[src/hw/rtl/sqe_pkg.sv]
// shared types, constants and escape table for the shell quote escaper
package sqe_pkg;

   localparam int MaxBytes   = 8;
   localparam int IdxWidth   = $clog2(MaxBytes);
   localparam int QueueDepth = 2;
   localparam int PtrWidth   = $clog2(QueueDepth);
   localparam int CntWidth   = $clog2(QueueDepth + 1);

   localparam logic [7:0] CharQuote     = 8'h27;
   localparam logic [7:0] CharBackslash = 8'h5C;
   localparam logic [7:0] CharDollar    = 8'h24;
   localparam logic [7:0] CharZero      = 8'h30;
   localparam logic [7:0] PrintLow      = 8'h20;
   localparam logic [7:0] PrintHigh     = 8'h7E;

   typedef enum logic [2:0] {
      MODE_OUTSIDE = 3'b001,
      MODE_PLAIN   = 3'b010,
      MODE_ANSI    = 3'b100
   } mode_type;

   typedef struct packed {
      logic [MaxBytes-1:0][7:0] bytes;
      logic [IdxWidth-1:0]      last_idx;
   } entry_type;

   // letter after the backslash, zero when the byte needs octal
   function automatic logic [7:0] short_escape(input logic [7:0] c);
      logic [7:0] e;
      unique case (c)
         8'h5C:   e = 8'h5C;
         8'h27:   e = 8'h27;
         8'h07:   e = 8'h61;
         8'h08:   e = 8'h62;
         8'h1B:   e = 8'h65;
         8'h0C:   e = 8'h66;
         8'h0A:   e = 8'h6E;
         8'h0D:   e = 8'h72;
         8'h09:   e = 8'h74;
         8'h0B:   e = 8'h76;
         default: e = 8'h00;
      endcase
      return e;
   endfunction

endpackage

[src/hw/rtl/sqe_front.sv]
// front end: takes input beats, tracks the quote mode and builds the byte sequence
module sqe_front (
   input  logic                  clock,
   input  logic                  reset,
   input  logic                  req_tvalid,
   output logic                  req_tready,
   input  logic [7:0]            req_tdata,  // char_code
   input  logic                  req_tuser,  // char_valid
   input  logic                  req_tlast,  // end_of_text
   output logic                  push,
   output sqe_pkg::entry_type    push_entry,
   input  logic                  queue_ready
);

   sqe_pkg::mode_type                  mode_ff;
   sqe_pkg::mode_type                  mode_in;
   logic [sqe_pkg::MaxBytes-1:0][7:0]  seq;
   logic [sqe_pkg::IdxWidth:0]         n;
   logic [7:0]                         esc;
   logic                               plain;
   logic                               accept;

   assign req_tready = queue_ready;
   assign accept     = req_tvalid && req_tready;
   assign esc        = sqe_pkg::short_escape(req_tdata);
   assign plain      = (req_tdata >= sqe_pkg::PrintLow) && (req_tdata <= sqe_pkg::PrintHigh)
                       && (req_tdata != sqe_pkg::CharBackslash)
                       && (req_tdata != sqe_pkg::CharQuote);

   always_comb begin
      seq     = '0;
      n       = '0;
      mode_in = mode_ff;
      if (req_tuser) begin
         if (plain) begin
            unique case (mode_ff)
               sqe_pkg::MODE_ANSI: begin
                  seq[n[sqe_pkg::IdxWidth-1:0]] = sqe_pkg::CharQuote;
                  n = n + 1'b1;
                  seq[n[sqe_pkg::IdxWidth-1:0]] = sqe_pkg::CharQuote;
                  n = n + 1'b1;
               end
               sqe_pkg::MODE_PLAIN: begin
               end
               default: begin
                  seq[n[sqe_pkg::IdxWidth-1:0]] = sqe_pkg::CharQuote;
                  n = n + 1'b1;
               end
            endcase
            mode_in = sqe_pkg::MODE_PLAIN;
            seq[n[sqe_pkg::IdxWidth-1:0]] = req_tdata;
            n = n + 1'b1;
         end else begin
            if (mode_ff == sqe_pkg::MODE_PLAIN) begin
               seq[n[sqe_pkg::IdxWidth-1:0]] = sqe_pkg::CharQuote;
               n = n + 1'b1;
            end
            if (mode_ff != sqe_pkg::MODE_ANSI) begin
               seq[n[sqe_pkg::IdxWidth-1:0]] = sqe_pkg::CharDollar;
               n = n + 1'b1;
               seq[n[sqe_pkg::IdxWidth-1:0]] = sqe_pkg::CharQuote;
               n = n + 1'b1;
            end
            mode_in = sqe_pkg::MODE_ANSI;
            seq[n[sqe_pkg::IdxWidth-1:0]] = sqe_pkg::CharBackslash;
            n = n + 1'b1;
            if (esc != 8'h00) begin
               seq[n[sqe_pkg::IdxWidth-1:0]] = esc;
               n = n + 1'b1;
            end else begin
               seq[n[sqe_pkg::IdxWidth-1:0]] = sqe_pkg::CharZero + {6'b0, req_tdata[7:6]};
               n = n + 1'b1;
               seq[n[sqe_pkg::IdxWidth-1:0]] = sqe_pkg::CharZero + {5'b0, req_tdata[5:3]};
               n = n + 1'b1;
               seq[n[sqe_pkg::IdxWidth-1:0]] = sqe_pkg::CharZero + {5'b0, req_tdata[2:0]};
               n = n + 1'b1;
            end
         end
      end
      if (req_tlast) begin
         if (mode_in == sqe_pkg::MODE_OUTSIDE) begin
            seq[n[sqe_pkg::IdxWidth-1:0]] = sqe_pkg::CharQuote;
            n = n + 1'b1;
         end
         seq[n[sqe_pkg::IdxWidth-1:0]] = sqe_pkg::CharQuote;
         n = n + 1'b1;
         mode_in = sqe_pkg::MODE_OUTSIDE;
      end
   end

   assign push                = accept && (n != '0);
   assign push_entry.bytes    = seq;
   assign push_entry.last_idx = sqe_pkg::IdxWidth'(n - 1'b1);

   always_ff @(posedge clock) begin
      if (reset) begin
         mode_ff <= sqe_pkg::MODE_OUTSIDE;
      end else if (accept) begin
         mode_ff <= mode_in;
      end
   end

endmodule

[src/hw/rtl/sqe_queue.sv]
// short queue of byte sequences between front and back end
module sqe_queue (
   input  logic                clock,
   input  logic                reset,
   input  logic                push,
   input  sqe_pkg::entry_type  push_entry,
   output logic                push_ready,
   input  logic                pop,
   output logic                head_valid,
   output sqe_pkg::entry_type  head_entry
);

   sqe_pkg::entry_type              mem_ff [sqe_pkg::QueueDepth];
   logic [sqe_pkg::PtrWidth-1:0]    wr_ptr_ff;
   logic [sqe_pkg::PtrWidth-1:0]    rd_ptr_ff;
   logic [sqe_pkg::CntWidth-1:0]    count_ff;
   logic [sqe_pkg::CntWidth-1:0]    count_in;

   assign push_ready = count_ff != sqe_pkg::CntWidth'(sqe_pkg::QueueDepth);
   assign head_valid = count_ff != '0;
   assign head_entry = mem_ff[rd_ptr_ff];

   always_comb begin
      count_in = count_ff;
      if (push && !pop) begin
         count_in = count_ff + 1'b1;
      end else if (pop && !push) begin
         count_in = count_ff - 1'b1;
      end
   end

   always_ff @(posedge clock) begin
      if (push) begin
         mem_ff[wr_ptr_ff] <= push_entry;
      end
   end

   always_ff @(posedge clock) begin
      if (reset) begin
         wr_ptr_ff <= '0;
         rd_ptr_ff <= '0;
         count_ff  <= '0;
      end else begin
         if (push) begin
            wr_ptr_ff <= wr_ptr_ff + 1'b1;
         end
         if (pop) begin
            rd_ptr_ff <= rd_ptr_ff + 1'b1;
         end
         count_ff <= count_in;
      end
   end

`ifndef SYNTH
   a_count_bound: assert property (@(posedge clock) disable iff (reset)
      count_ff <= sqe_pkg::CntWidth'(sqe_pkg::QueueDepth))
      else $error("queue count beyond depth");
   a_no_overflow: assert property (@(posedge clock) disable iff (reset)
      push |-> (push_ready || pop))
      else $error("push into full queue");
   a_no_underflow: assert property (@(posedge clock) disable iff (reset)
      pop |-> head_valid)
      else $error("pop from empty queue");
`endif

endmodule

[src/hw/rtl/sqe_back.sv]
// back end: sends the queued byte sequences one beat at a time
module sqe_back (
   input  logic                clock,
   input  logic                reset,
   input  logic                head_valid,
   input  sqe_pkg::entry_type  head_entry,
   output logic                pop,
   output logic                rsp_tvalid,
   input  logic                rsp_tready,
   output logic [7:0]          rsp_tdata,  // out_byte
   output logic                rsp_tlast   // last
);

   logic [sqe_pkg::IdxWidth-1:0] idx_ff;
   logic [sqe_pkg::IdxWidth-1:0] idx_in;
   logic                         fire;

   assign rsp_tvalid = head_valid;
   assign rsp_tdata  = head_entry.bytes[idx_ff];
   assign rsp_tlast  = idx_ff == head_entry.last_idx;
   assign fire       = rsp_tvalid && rsp_tready;
   assign pop        = fire && rsp_tlast;

   always_comb begin
      idx_in = idx_ff;
      if (fire) begin
         idx_in = rsp_tlast ? '0 : idx_ff + 1'b1;
      end
   end

   always_ff @(posedge clock) begin
      if (reset) begin
         idx_ff <= '0;
      end else begin
         idx_ff <= idx_in;
      end
   end

endmodule

[src/hw/rtl/shell_quote_escaper_unit.sv]
// top level of the shell quote escaper
// Quotes a byte stream as a bash word built from '...' and $'...' spans. Each
// input beat carries one text byte (req_tuser marks it as present) and
// req_tlast closes the word. A beat gives between zero and eight output
// bytes, and rsp_tlast marks the final byte of each beat's group. Input
// beats are taken one per cycle while the two-entry queue between the
// classifying front end and the output sequencer has room; the output side
// sends one byte per cycle while rsp_tready is high; a beat yields one byte
// for a plain printable byte inside '...' and up to eight for an octal
// escape with a quote switch and end of text.
module shell_quote_escaper_unit (
   input  logic       clock,
   input  logic       reset,
   input  logic       req_tvalid,
   output logic       req_tready,
   input  logic [7:0] req_tdata,   // char_code
   input  logic       req_tuser,   // char_valid
   input  logic       req_tlast,   // end_of_text
   output logic       rsp_tvalid,
   input  logic       rsp_tready,
   output logic [7:0] rsp_tdata,   // out_byte
   output logic       rsp_tlast    // last
);

   logic               push;
   logic               push_ready;
   logic               pop;
   logic               head_valid;
   sqe_pkg::entry_type push_entry;
   sqe_pkg::entry_type head_entry;

   sqe_front u_front (
      .clock       (clock),
      .reset       (reset),
      .req_tvalid  (req_tvalid),
      .req_tready  (req_tready),
      .req_tdata   (req_tdata),
      .req_tuser   (req_tuser),
      .req_tlast   (req_tlast),
      .push        (push),
      .push_entry  (push_entry),
      .queue_ready (push_ready)
   );

   sqe_queue u_queue (
      .clock      (clock),
      .reset      (reset),
      .push       (push),
      .push_entry (push_entry),
      .push_ready (push_ready),
      .pop        (pop),
      .head_valid (head_valid),
      .head_entry (head_entry)
   );

   sqe_back u_back (
      .clock      (clock),
      .reset      (reset),
      .head_valid (head_valid),
      .head_entry (head_entry),
      .pop        (pop),
      .rsp_tvalid (rsp_tvalid),
      .rsp_tready (rsp_tready),
      .rsp_tdata  (rsp_tdata),
      .rsp_tlast  (rsp_tlast)
   );

endmodule

[config.mk]
export PLATFORM = sky130hd
export DESIGN_NAME = shell_quote_escaper_unit
export DESIGN_NICKNAME = d
export VERILOG_FILES = /design/src/hw/rtl/sqe_pkg.sv /design/src/hw/rtl/sqe_front.sv /design/src/hw/rtl/sqe_queue.sv /design/src/hw/rtl/sqe_back.sv /design/src/hw/rtl/shell_quote_escaper_unit.sv
export SDC_FILE = /design/constraint.sdc
export NUM_CORES = 1
export LEC_CHECK = 0
export ABC_AREA = 1
export BUFFER_PORTS_ARGS = -buffer_cell sky130_fd_sc_hd__buf_4
export CAP_MARGIN = 20
export CORE_MARGIN = 5
export CORE_UTILIZATION = 63
export CTS_CLUSTER_DIAMETER = 60
export DETAILED_ROUTE_END_ITERATION = 6
export PLACE_DENSITY = 0.93
export SLEW_MARGIN = 20
export SYNTH_ARGS = -nofsm -noshare
export SYNTH_HDL_FRONTEND = slang
export SYNTH_HIERARCHICAL = 1
export SYNTH_SLANG_ARGS = --single-unit
[constraint.sdc]
create_clock -name clock -period 9.35 [get_ports clock]
set_input_delay 1.87 -clock clock [delete_from_list [all_inputs] [get_ports clock]]
set_output_delay 1.87 -clock clock [all_outputs]
set_load 0.02 [all_outputs]
# --- Word level (Yosys, flattened, before mapping) ---
# Memories as Yosys holds them, arrays and structs flattened. A register that Yosys moved wholly into a read port is not among the register bits.
# Cells that the tools add are included.
totals:
  wordCells: 171
  ram_bits: 134
  memories: 1
  register_bits: 10
op_classes:
  mux: 69
  n_eq_ne: 18
  reduce_logical: 24
  bitwise: 15
  addsub: 18
  n_lt_le_gt_ge: 21
mem_list:
  columns: ["name", "words", "word_bits", "read_ports", "rd_ports_with_merged_regs", "wr", "line", "source"]
  rows:
  - ["u_queue.mem_ff", 2, 67, 1, 1, 1, "sqe_queue.sv:13", "sqe_pkg::entry_type mem_ff [sqe_pkg::QueueDepth];"]
op_table:
  columns: ["operator", "n"]
  rows:
  - ["64-bit two-way mux", 9]
  - ["64-bit bitwise mux", 5]
  - ["8-bit demux with 3-bit select", 9]
  - ["32-bit AND", 4]
  - ["8-bit two-way mux", 16]
  - ["32-bit inverter", 4]
  - ["32-bit OR", 4]
  - ["7-bit case mux with 10 select lines", 1]
  - ["4-bit two-way mux", 13]
  - ["6-bit by 48-bit AND with 48-bit output", 1]
  - ["8-bit by 4-bit == test with 1-bit output, second input constant", 6]
  - ["48-bit inverter", 1]
  - ["3-bit by 4-bit < comparator with 1-bit output, second input constant", 10]
  - ["4-bit by 1-bit adder with 4-bit output, second input constant", 9]
  - ["3-bit by 1-bit >= comparator with 1-bit output, second input constant", 9]
  - ["8-bit binary-select mux with 3-bit select", 1]
  - ["1-bit logical AND", 18]
  - ["6-bit two-way mux", 3]
  - ["2-bit by 16-bit OR with 16-bit output", 1]
  - ["6-bit by 3-bit adder with 7-bit output, first input constant", 2]
  - ["3-bit two-way mux", 4]
  - ["8-bit by 3-bit == test with 1-bit output, second input constant", 1]
  - ["8-bit by 5-bit == test with 1-bit output, second input constant", 1]
  - ["8-bit by 6-bit == test with 1-bit output, second input constant", 1]
  - ["other kinds (24)", 32]

# --- Depth between registers and ports, before layout ---
# Gate-level depths: netlist (run 1).
depth:
  ltp_word: 29
  depth_mapped: 30

# --- Modules after synthesis ---
# The synthesis (run 1) kept the hierarchy.
modules_own_cells:
  columns: ["mod", "seq_area_each_um2", "n_inst", "area_per_inst_um2", "cells_per_inst"]
  rows:
  - ["sqe_queue", 4124.0, 1, 5173.7, 241]
  - ["sqe_front", 60.1, 1, 1730.4, 298]
  - ["sqe_back", 60.1, 1, 853.3, 163]

# --- Worst setup path before layout (run 1) ---
# Ideal clock, no wire load.
synth_path:
  kind: "input port to flip-flop"
  from: "input port req_tdata[3]"
  to: "memory u_queue/mem_ff[0][0] (netlist name), enable pin"
  t_required_ns: 8.856
  stages: 25
  slack_ns: 1.715
  setup_ns: 0.494
  arrival_time_ns: 7.141
  cell_sequence: "buf_4 -> inv_2 -> nand2_1 -> nor2_4 -> nand3_2 -> nand2_4 -> nor2_8 -> buf_8 -> inv_4 -> nand2_4 -> nand3_4 -> inv_1 -> ha_1 -> nand2_1 -> nand4_4 -> ha_1 -> mux2i_1 -> ha_1 -> inv_1 -> nor2_1 -> nand3_1 -> nand2_1 -> inv_1 -> inv_1 -> nor2_1"
synth_between:
  elab_chain_cells: 15
synth_lines:
  columns: ["item", "line", "source"]
  rows:
  - ["start: declaration", "shell_quote_escaper_unit.sv:16", "input logic [7:0] req_tdata,"]
  - ["8-bit by 4-bit == test with 1-bit output, or another cell as far along", "sqe_pkg.sv:31", "unique case (c)"]
  - ["7-bit case mux with 10 select lines or 1-bit logical AND (tied branches)", "sqe_pkg.sv:31, sqe_front.sv:26", null]
  - ["8-bit nonzero test or 1-bit logical AND (tied branches)", "sqe_front.sv:67, sqe_front.sv:27", null]
  - ["4-bit two-way mux or 1-bit logical AND (tied branches)", "sqe_front.sv:67, sqe_front.sv:28", null]
  - ["4-bit two-way mux or 3-bit two-way mux (tied branches)", "sqe_front.sv:35", "if (plain) begin"]
  - ["4-bit two-way mux or 3-bit two-way mux (tied branches)", "sqe_front.sv:34", "if (req_tuser) begin"]
  - ["4-bit by 1-bit adder with 4-bit output or 3-bit by 1-bit == test with 1-bit output (tied branches)", "sqe_front.sv:83, sqe_front.sv:81", null]
  - ["4-bit two-way mux", "sqe_front.sv:81", "if (mode_in == sqe_pkg::MODE_OUTSIDE) begin"]
  - ["4-bit two-way mux", "sqe_front.sv:80", "if (req_tlast) begin"]
  - ["4-bit by 1-bit adder with 4-bit output", "sqe_front.sv:86", "n = n + 1'b1;"]
  - ["4-bit two-way mux *", "sqe_front.sv:80", null]
  - ["4-bit nonzero test *", "sqe_front.sv:91", "assign push = accept && (n != '0);"]
  - ["1-bit logical AND *", "sqe_front.sv:91", null]
  - ["net push", "shell_quote_escaper_unit.sv:25", "logic push;"]
  - ["1-bit two-way mux *", "sqe_queue.sv:33", "if (push) begin"]
  - ["1-bit two-way mux (implied by the code) *", "sqe_queue.sv:34", "mem_ff[wr_ptr_ff] <= push_entry;"]
  - ["end: declaration", "sqe_queue.sv:13", null]
# The timed path passes the listed nets; every way through them passes the cells marked *. The select of a mux whose other input is x is not followed.

# --- Worst setup path in the final report (run 1) ---
layout_path:
  from: "input port req_tdata[2]"
  to: "memory u_queue/mem_ff[1][31] (netlist name), enable pin"
# Same word-level chain as after synthesis.

==> PnR_summary.wiki, run 1 <==
{| class="wikitable"
! Metric !! Value
|-
| Fraction of the yosys area taken by sequential cells || 54.7%
|-
| Slowest-stage cell, CP || buf_4
|-
| Layout-stage area growth over the synthesis result || 9.40%
|-
| Setup TNS Final || 0 ps
|-
| Minimum clock period || 5920 ps
|-
| Kind of launch point of the worst setup path || primary input
|-
| Clock tree from TritonCTS || done
|-
| Share of the synthesized area in the top cell type || 51.9%
|-
| # fillers || 814
|-
| Post-synth EDFFs || 134
|-
| Most frequent standard cell in the layout excluding fill and tap cells || edfxtp_1
|-
| Floorplan die height || 121 microns
|-
| Post-synthesis async set-or-reset flop share || 0%
|-
| Largest fanout on the critical path || 47
|-
| DR iter-0 viols || 692
|-
| Antenna diode count || 0
|-
| Number of warnings printed during yosys synthesis || 6
|-
| Most frequent cells in the layout || edfxtp_1, nand2_1, nor2_1, inv_1, o21ai_0
|-
| Crit-path most repeated cell || nand2_1
|-
| RSZ-0062 raised after global routing || false
|-
| Share of the cycle needed by the critical path after routing || 63.3%
|-
| Final routed wire length divided by cell count || 20.7 microns
|-
| Max-slew violation count || 0
|-
| Final Routed Wirelength || 18700 microns
|-
| Category of the most critical setup path || primary input to register
|-
| Final weighted congestion of routability-driven global placement || 1.03
|-
| Worst-Margin Slew || 1060 ps
|-
| Max clock buf depth || 2
|-
| Number of H-tree branching levels || 4
|-
| Post-CTS repair timing setup buffer count || 0
|-
| Antenna violation net count after detailed routing || 0
|-
| Number of global-route vias before repair || 5534
|-
| Initial core utilization || 64.3%
|-
| Core outline area || 12100 sq um
|-
| Post-CTS Hold Fix Bufs || 0
|-
| Number of clock buffers inserted by TritonCTS || 17
|-
| Number of maximum-capacitance constraint violations || 0
|-
| Arrival time of the worst setup path || 5980 ps
|-
| Sink Count || 145
|-
| Post-CTS resize count || 0
|-
| Synthesized cell area || 7760 sq um
|-
| Ports placed on the boundary || 25
|-
| Endpoint class of the critical path || register
|-
| Vias after detailed routing || 5448
|-
| Relative slew slack || 29.2%
|-
| Worst clock skew || 5.56 ps
|-
| Pleak || 3.32 nW
|-
| Post-synthesis sequential element count || 145
|-
| Largest stage delay, worst path || 610 ps
|-
| # nets final || 741
|-
| Drt via density || 6.04
|-
| Floorplan die area || 14600 sq um
|-
| Library cell with the largest summed area after synthesis || edfxtp_1
|-
| Smallest hold slack || 540 ps
|-
| Share of cells above drive strength 1 || 23.4%
|-
| Maximum operating frequency || 0.169 GHz
|-
| Master cell of the clock root buffer || clkbuf_16
|-
| Minimum setup slack in the final design || 3430 ps
|-
| Pin count of the biggest net entering global routing || 68
|-
| Total power || 1.84 mW
|-
| Unique cell type count in the Yosys netlist || 55
|-
| Tightest Hold Check Type || register to register
|-
| Port Buffers || 24
|-
| Die X-Extent || 121 microns
|-
| Length of the first detailed-routing pass in iterations || 6
|-
| Post-Synthesis Mean Instance Area || 11.1 sq um
|-
| Worst voltage drop across the vdd grid || 0.113 mV
|-
| All-layer global routing usage || 27.1%
|-
| Result of the run || complete, no violations
|-
| Number of buffers and inverters on the critical path || 7
|-
| Dpl hpwl || 12700 microns
|-
| Area of all sequential standard cells || 4250 sq um
|-
| Clock Latency Late Sink || 420 ps
|-
| Gate count after technology mapping || 702
|-
| Clock-pin slew of the registers on the worst-case setup and hold paths || 60 ps
|-
| Wire length of the first global-routing pass || 29900 microns
|-
| PwrDens || 217 nW/um^2
|-
| Minimum setup slack after placement || 3070 ps
|-
| Number of antenna violations at the first check in global routing || 0
|-
| DRC violation count after routing || 0
|-
| Delay-heaviest family, CP || buffers and inverters
|-
| Critical path required time || 9400 ps
|-
| Remaining global-route overflow || 0
|-
| Final hold violation count || 0
|-
| Final Setup Violations || 0
|-
| Biggest area contributors in the synthesized netlist || edfxtp_1, mux2_4, mux2_2, nand2_1, nor2_1
|-
| Standard-cell rows || 40
|-
| Multi-input gate area || 2970 sq um
|-
| Most instantiated flip-flop cell in the synthesis netlist || edfxtp_1
|}
[worst min-delay path, delay by kind of cell, from the launching register on]
family                    cells  cell delay [ps]
xor gates and xnor gates      1               90
DFF                           1              330
and+or+nand+nor               1               80
[worst paths after layout]
check | startpoint | endpoint | cells past startpoint | slack [ps]
worst min-delay path | u_queue/rd_ptr_ff$_SDFFE_PP0P_ | u_queue/rd_ptr_ff$_SDFFE_PP0P_ | 2 | 540
worst max-delay path | req_tdata[2] | u_queue/mem_ff[1][31]$_DFFE_PP_ | 25 | 3430
worst min register to register | u_queue/rd_ptr_ff$_SDFFE_PP0P_ | u_queue/rd_ptr_ff$_SDFFE_PP0P_ | 2 | 540
worst max register to register | u_front/mode_ff[1]$_SDFFE_PP0P_ | u_queue/mem_ff[1][31]$_DFFE_PP_ | 20 | 4670
[synth_stat cells (all sizes together), types with 2 or more instances]
library cell,count
clkbuf,4
edfxtp,134
conb,2
inv,61
o21ai,73
clkinv,2
nand3,21
nor2,107
buf,38
o2111ai,3
o22ai,4
mux2,67
a22oi,3
o211ai,4
o31ai,3
nor3,4
xnor2,2
a21oi,16
a221oi,2
nand2,108
nand4,11
mux2i,2
dfxtp,11
nor4,2
ha,6
xor2,3
[metrics by stage]
stage	util, %	instance area (sq um)	cells
global route	70.4	8490	902
detailed placement	65.4	7890	870
CTS	70.4	8490	902
global placement	65.4	7890	870
floorplan	-	7810	716
finish	70.4	8490	902
[power by group]
part,switching [mW],internal (mW),leakage [nW]
clock,0.276,0.401,0.291
sequential,0.0338,0.791,1.36
combinational,0.211,0.126,1.67
[layer usage]
metal,GRT usage (%),wire (microns),up-vias,part of all wire [%]
li1,-,-,2472,-
met1,34.8,7520,2587,40
met2,44.6,9010,331,48
met3,6.06,1530,58,8.2
met4,11.3,596,0,3.2
met5,0,0,-,0
[cells by family (layout without fill, tap and decap cells)]
family / after synthesis / in the layout / synth area share, %
other cells: 2 / 16 / 0.0968
flops: 145 / 145 / 54.7
xor+xnor: 5 / 5 / 0.565
mux: 69 / 69 / 11.4
fa+ha+maj: 6 / 6 / 0.968
simple gates: 255 / 255 / 15.9
buf+inv: 105 / 123 / 7.76
compound gates: 115 / 115 / 8.53
[final cells by class]
type,instances,share of cell area (%)
flip-flops and latches,145,50.1
well taps,168,2.48
clock buffers,17,5.01
inverters,63,2.90
clock inverters,15,2.06
repair buffers,28,2.48
multi-input cells,466,35.0
[flip-flops by register name (all words and copies together) (netlist names), named ones only]
signal / cells
u_queue/count_ff: 2
u_queue/wr_ptr_ff: 1
u_queue/mem_ff: 134
u_back/idx_ff: 3
u_front/mode_ff: 3
u_queue/rd_ptr_ff: 1
Note: power is estimated with default switching activity, not from simulation.
==> inputs of run 2 (changes only) <==
==> constraint.sdc (replaced) <==
create_clock -name clock -period 6.05 [get_ports clock]
set_input_delay 1.21 -clock clock [delete_from_list [all_inputs] [get_ports clock]]
set_output_delay 1.21 -clock clock [all_outputs]
set_load 0.02 [all_outputs]
==> run 2 against run 1 <==
Net effect:
- clock power is 49% higher
- utilization is essentially flat
- global-route usage is 0.14 points lower
- sequential share of layout area hardly changed
- routed wire length rose by 1.5%
- critical path depth unchanged
- combinational power grew 61%
==> PnR_summary.wiki, run 2 (synthesized netlist as in run 1, its figures left out) <==
{| class="wikitable"
! Metric !! Value
|-
| Master cell of the clock root buffer || clkbuf_16
|-
| Final Routed Wirelength || 18900 microns
|-
| Final hold violation count || 0
|-
| Critical path required time || 6120 ps
|-
| Maximum operating frequency || 0.214 GHz
|-
| Drt via density || 6.02
|-
| Minimum setup slack in the final design || 1380 ps
|-
| Minimum setup slack after placement || 1000 ps
|-
| Post-CTS repair timing setup buffer count || 0
|-
| Max clock buf depth || 2
|-
| Worst-Margin Slew || 1060 ps
|-
| Clock tree from TritonCTS || done
|-
| Share of the cycle needed by the critical path after routing || 77.2%
|-
| Initial core utilization || 64.3%
|-
| # fillers || 792
|-
| Minimum clock period || 4670 ps
|-
| Number of clock buffers inserted by TritonCTS || 17
|-
| Standard-cell rows || 40
|-
| Number of H-tree branching levels || 4
|-
| Pin count of the biggest net entering global routing || 69
|-
| DR iter-0 viols || 837
|-
| # nets final || 741
|-
| PwrDens || 331 nW/um^2
|-
| Wire length of the first global-routing pass || 29700 microns
|-
| Pleak || 3.31 nW
|-
| Number of antenna violations at the first check in global routing || 0
|-
| Sink Count || 145
|-
| Final Setup Violations || 0
|-
| Worst clock skew || 7.15 ps
|-
| Worst voltage drop across the vdd grid || 0.179 mV
|-
| Largest stage delay, worst path || 320 ps
|-
| Ports placed on the boundary || 25
|-
| Tightest Hold Check Type || register to register
|-
| Max-slew violation count || 0
|-
| Relative slew slack || 29.0%
|-
| DRC violation count after routing || 0
|-
| Number of maximum-capacitance constraint violations || 0
|-
| Endpoint class of the critical path || register
|-
| RSZ-0062 raised after global routing || false
|-
| Share of cells above drive strength 1 || 22.9%
|-
| Core outline area || 12100 sq um
|-
| Result of the run || complete, no violations
|-
| Final routed wire length divided by cell count || 21.0 microns
|-
| Port Buffers || 24
|-
| Regs by FF count || u_queue/mem_ff (134), u_back/idx_ff (3), u_front/mode_ff (3)
|-
| Slowest-stage cell, CP || ha_1
|-
| Antenna violation net count after detailed routing || 0
|-
| Vias after detailed routing || 5432
|-
| All-layer global routing usage || 27.0%
|-
| Length of the first detailed-routing pass in iterations || 6
|-
| Clock Latency Late Sink || 420 ps
|-
| Kind of launch point of the worst setup path || primary input
|-
| Number of global-route vias before repair || 5518
|-
| Category of the most critical setup path || primary input to register
|-
| Final weighted congestion of routability-driven global placement || 0.990
|-
| Layout-stage area growth over the synthesis result || 9.42%
|-
| Max FFs per register || 134
|-
| Floorplan die height || 121 microns
|-
| Dpl hpwl || 12900 microns
|-
| Arrival time of the worst setup path || 4750 ps
|-
| Most frequent cells in the layout || edfxtp_1, nand2_1, nor2_1, inv_1, o21ai_0
|-
| Die X-Extent || 121 microns
|-
| Most frequent standard cell in the layout excluding fill and tap cells || edfxtp_1
|-
| Floorplan die area || 14600 sq um
|-
| Clock-pin slew of the registers on the worst-case setup and hold paths || 60 ps
|-
| Setup TNS Final || 0 ps
|-
| Post-CTS Hold Fix Bufs || 0
|-
| Register bank with the most flops || u_queue/mem_ff
|-
| Post-CTS resize count || 0
|-
| Antenna diode count || 0
|-
| Remaining global-route overflow || 0
|-
| Largest fanout on the critical path || 67
|}
[run 2: changes by cell type in the layout (fill, tap and decap cells not counted)]
cell,previous run,this run
clkinv_2,1,2
inv_6,4,0
clkbuf_8,0,2
inv_8,4,1
clkbuf_1,0,4
clkinvlp_4,2,4
buf_4,28,26
buf_12,0,2
clkinv_4,3,1
[run 2: final cells by class]
| type | instances | area [sq um] | area share [%] |
|---|---|---|---|
| Clock buffer | 23 | 468 | 5.51 |
| Clock inverter | 9 | 109 | 1.28 |
| Inverter | 63 | 246 | 2.90 |
| Multi-Input combinational cell | 466 | 2970 | 35.0 |
| Sequential cell | 145 | 4250 | 50.0 |
| Timing Repair Buffer | 28 | 235 | 2.77 |
| Tap cell | 168 | 210 | 2.48 |
[run 2: per-stage QoR]
step           instance area (sq um)  power (mW)  util, %  cells  hold slack, ps
5_1_grt                         8490        2.91     70.4    902             557
4_1_cts                         8490        2.81     70.4    902             535
2_1_floorplan                   7810        1.67        -    716             474
3_3_place_gp                    7910        1.78     65.6    870             491
6_report                        8490        2.81     70.4    902             536
3_5_place_dp                    7910        1.81     65.6    870             521
[run 2: worst paths after layout]
path / slack [ps] / cells past startpoint / startpoint / to
worst min-delay path: 540 / 2 / u_queue/rd_ptr_ff$_SDFFE_PP0P_ / register
worst max-delay path: 1380 / 25 / req_tdata[2] / u_queue/mem_ff[0][7]$_DFFE_PP_
worst min register to register: 540 / 2 / u_queue/rd_ptr_ff$_SDFFE_PP0P_ / register
worst max register to register: 1890 / 20 / u_front/mode_ff[1]$_SDFFE_PP0P_ / u_queue/mem_ff[0][7]$_DFFE_PP_
[run 2: metal layers]
metal	part of all wire [%]	up-vias	track usage [%]
met5	0	-	0
li1	-	2468	-
met3	7.9	58	5.45
met4	4.3	0	12.7
met2	50	327	44.8
met1	38	2579	34.1
[run 2: report_power, final]
group | total, mW | switching [mW] | internal, mW
Clock | 1.01 | 0.379 | 0.627
Sequential | 1.26 | 0.0408 | 1.22
Combinational | 0.542 | 0.342 | 0.200
Total | 2.81 | 0.761 | 2.05
[run 2: worst max-delay path: cells and delay by family]
family	cells	cell delay (ps)
simple gates	14	1560
mux	1	70
buf+inv	7	1030
fa+ha+maj	3	820
==> inputs of run 3 (changes only) <==
==> constraint.sdc (replaced) <==
create_clock -name clock -period 4.51 [get_ports clock]
set_input_delay 0.902 -clock clock [delete_from_list [all_inputs] [get_ports clock]]
set_output_delay 0.902 -clock clock [all_outputs]
set_load 0.02 [all_outputs]
==> run 3 against run 2 <==
Net effect:
- non-clock buffer count is 12 higher
- sequential share of layout area shrank 1.4 points
- combinational power is 38% higher
- clock power rose by 51%
- final area rose by 2.9%
- setup slack got worse by 850 ps
- register-to-register slack got worse by 1100 ps
- final cell count is 1.3% higher
- worst hold slack improved by 3.5 ps
- routed wire length up 4.4%
- largest power group unchanged
- highest routed layer unchanged
==> PnR_summary.wiki, run 3 (synthesized netlist as in run 1, its figures left out) <==
{| class="wikitable"
! Metric !! Value
|-
| Maximum operating frequency || 0.251 GHz
|-
| Die X-Extent || 121 microns
|-
| Pleak || 3.41 nW
|-
| PwrDens || 457 nW/um^2
|-
| Met1 track utilization from global routing || 34.8%
|-
| Sink Count || 145
|-
| Final weighted congestion of routability-driven global placement || 1.00
|-
| Startpoint of the tightest hold check path || u_queue/rd_ptr_ff$_SDFFE_PP0P_
|-
| Antenna diode count || 0
|-
| Worst clock skew || 8.76 ps
|-
| Number of maximum-capacitance constraint violations || 0
|-
| Number of global-route vias before repair || 5678
|-
| Category of the most critical setup path || primary input to register
|-
| Final Routed Wirelength || 19800 microns
|-
| Smallest hold slack || 540 ps
|-
| Max FFs per register || 134
|-
| Sequential share of power || 42.9%
|-
| Tightest Hold Check Type || register to register
|-
| Max clock buf depth || 2
|-
| Final Setup Violations || 0
|-
| Length of the first detailed-routing pass in iterations || 6
|-
| Minimum clock period || 3980 ps
|-
| Wire length of the first global-routing pass || 31000 microns
|-
| Remaining global-route overflow || 0
|-
| Minimum setup slack among reg-to-reg paths || 780 ps
|-
| Floorplan die height || 121 microns
|-
| Clock Latency Late Sink || 420 ps
|-
| Number of H-tree branching levels || 4
|-
| Port Buffers || 24
|-
| Share of the cycle needed by the critical path after routing || 88.3%
|-
| Core outline area || 12100 sq um
|-
| Number of clock buffers inserted by TritonCTS || 17
|-
| Setup TNS Final || 0 ps
|-
| Kind of launch point of the worst setup path || primary input
|-
| Layout-stage area growth over the synthesis result || 12.6%
|-
| Worst-Margin Slew || 1030 ps
|-
| Worst voltage drop across the vdd grid || 0.335 mV
|-
| Worst flop-to-flop path endpoint || u_queue/mem_ff[0][28]$_DFFE_PP_
|-
| Switching component of the power || 1.07 mW
|-
| Number of cells traversed by the worst hold path || 2
|-
| # nets final || 753
|-
| Largest fanout on the critical path || 32
|-
| Max-slew violation count || 0
|-
| Beginning of the worst register-to-register path || u_front/mode_ff[2]$_SDFFE_PP0P_
|-
| Arrival time of the worst setup path || 4100 ps
|-
| DR iter-0 viols || 923
|-
| Floorplan die area || 14600 sq um
|-
| Endpoint class of the critical path || register
|-
| Result of the run || complete, no violations
|-
| GR Layer Usage met2 || 48.7%
|-
| Relative contribution of combinational cells to total power || 18.7%
|-
| Relative slew slack || 31.1%
|-
| Clock-pin slew of the registers on the worst-case setup and hold paths || 60 ps
|-
| Met3 Resource Use GR || 6.29%
|-
| Clock tree from TritonCTS || done
|-
| DRC violation count after routing || 0
|-
| Master cell of the clock root buffer || clkbuf_16
|-
| Post-CTS Hold Fix Bufs || 0
|-
| Most frequent standard cell in the layout excluding fill and tap cells || edfxtp_1
|-
| Post-layout util || 72.4%
|-
| Regs by FF count || u_queue/mem_ff (134), u_back/idx_ff (3), u_front/mode_ff (3)
|-
| Initial core utilization || 64.3%
|-
| Post-CTS repair timing setup buffer count || 0
|-
| Standard-cell rows || 40
|-
| All-layer global routing usage || 28.4%
|-
| Power Internal || 2.92 mW
|-
| Ports placed on the boundary || 25
|-
| Pin count of the biggest net entering global routing || 54
|-
| Antenna violation net count after detailed routing || 0
|-
| Final hold violation count || 0
|-
| Number of antenna violations at the first check in global routing || 0
|-
| Busiest layer in global routing || met2
|-
| Share of cells above drive strength 1 || 25.7%
|-
| Critical path required time || 4620 ps
|-
| Drt via density || 6.14
|-
| Vias after detailed routing || 5612
|-
| Register bank with the most flops || u_queue/mem_ff
|-
| Share of total power in the clock network || 38.4%
|-
| Worst-case reg-to-reg path depth || 20
|-
| Final routed wire length divided by cell count || 21.6 microns
|-
| Switch share || 26.8%
|-
| Dpl hpwl || 13500 microns
|-
| RSZ-0062 raised after global routing || false
|-
| Most frequent cells in the layout || edfxtp_1, nor2_1, nand2_1, inv_1, o21ai_0
|-
| Post-CTS resize count || 0
|}
## run 3: layout make-up
class | instances | area (sq um)
sequential | 145 | 4250
fill | 724 | 3330
multi-input combinational | 466 | 3020
clock buffer | 19 | 443
timing repair buffer | 40 | 350
inverter | 63 | 255
tap | 168 | 210
clock inverter | 13 | 206
## run 3: critical path, cell delays in order
cell	delay, ps
buf_4	130
nor2_2	190
nand2_1	180
inv_2	130
nand2_1	60
nand2_1	100
nor2_2	60
nand3_2	110
inv_1	100
nand3_4	130
nand3_4	100
ha_4	240
nand2_2	70
nand4_4	150
ha_4	300
mux2i_1	70
ha_2	180
inv_1	50
nor2_1	30
nand3_1	60
nand2_1	60
inv_2	90
inv_1	80
nor2_4	250
buf_12	260
## run 3: layer usage
metal,up-vias,part of all wire [%]
li1,2500,-
met1,2686,38
met2,361,50
met3,65,8.5
met4,0,3.6
met5,-,0
## run 3: worst max path at each step
stage / cells after the start / startpoint / to / slack [ps]
CTS: 25 / req_tdata[6] / u_queue/mem_ff[0][28]$_DFFE_PP_ / 570
global placement: 24 / req_tdata[0] / u_queue/mem_ff[0][46]$_DFFE_PP_ / 200
global route: 25 / req_tdata[6] / u_queue/mem_ff[0][28]$_DFFE_PP_ / 260
finish: 25 / req_tdata[6] / u_queue/mem_ff[0][28]$_DFFE_PP_ / 530
detailed placement: 24 / req_tdata[0] / u_queue/mem_ff[0][54]$_DFFE_PP_ / 150
floorplan: 23 / req_tdata[3] / u_queue/mem_ff[1][0]$_DFFE_PP_ / -110
## run 3: through the flow
stage               total power, mW  std cells  cell area, sq um  setup slack, ps
global placement               2.41        882              8080              198
finish                         3.99        914              8730              528
CTS                            3.98        914              8730              571
detailed placement             2.46        882              8080              150
floorplan                      2.25        716              7880             -114
global route                   4.13        914              8730              256
## run 3: power by group through the flow
stage | Clock [mW] | Combinational [mW] | Sequential, mW
6_report | 1.53 | 0.747 | 1.71
2_1_floorplan | 0 | 0.559 | 1.69
4_1_cts | 1.54 | 0.736 | 1.71
3_3_place_gp | 0 | 0.692 | 1.72
3_5_place_dp | 0 | 0.722 | 1.73
5_1_grt | 1.60 | 0.807 | 1.73
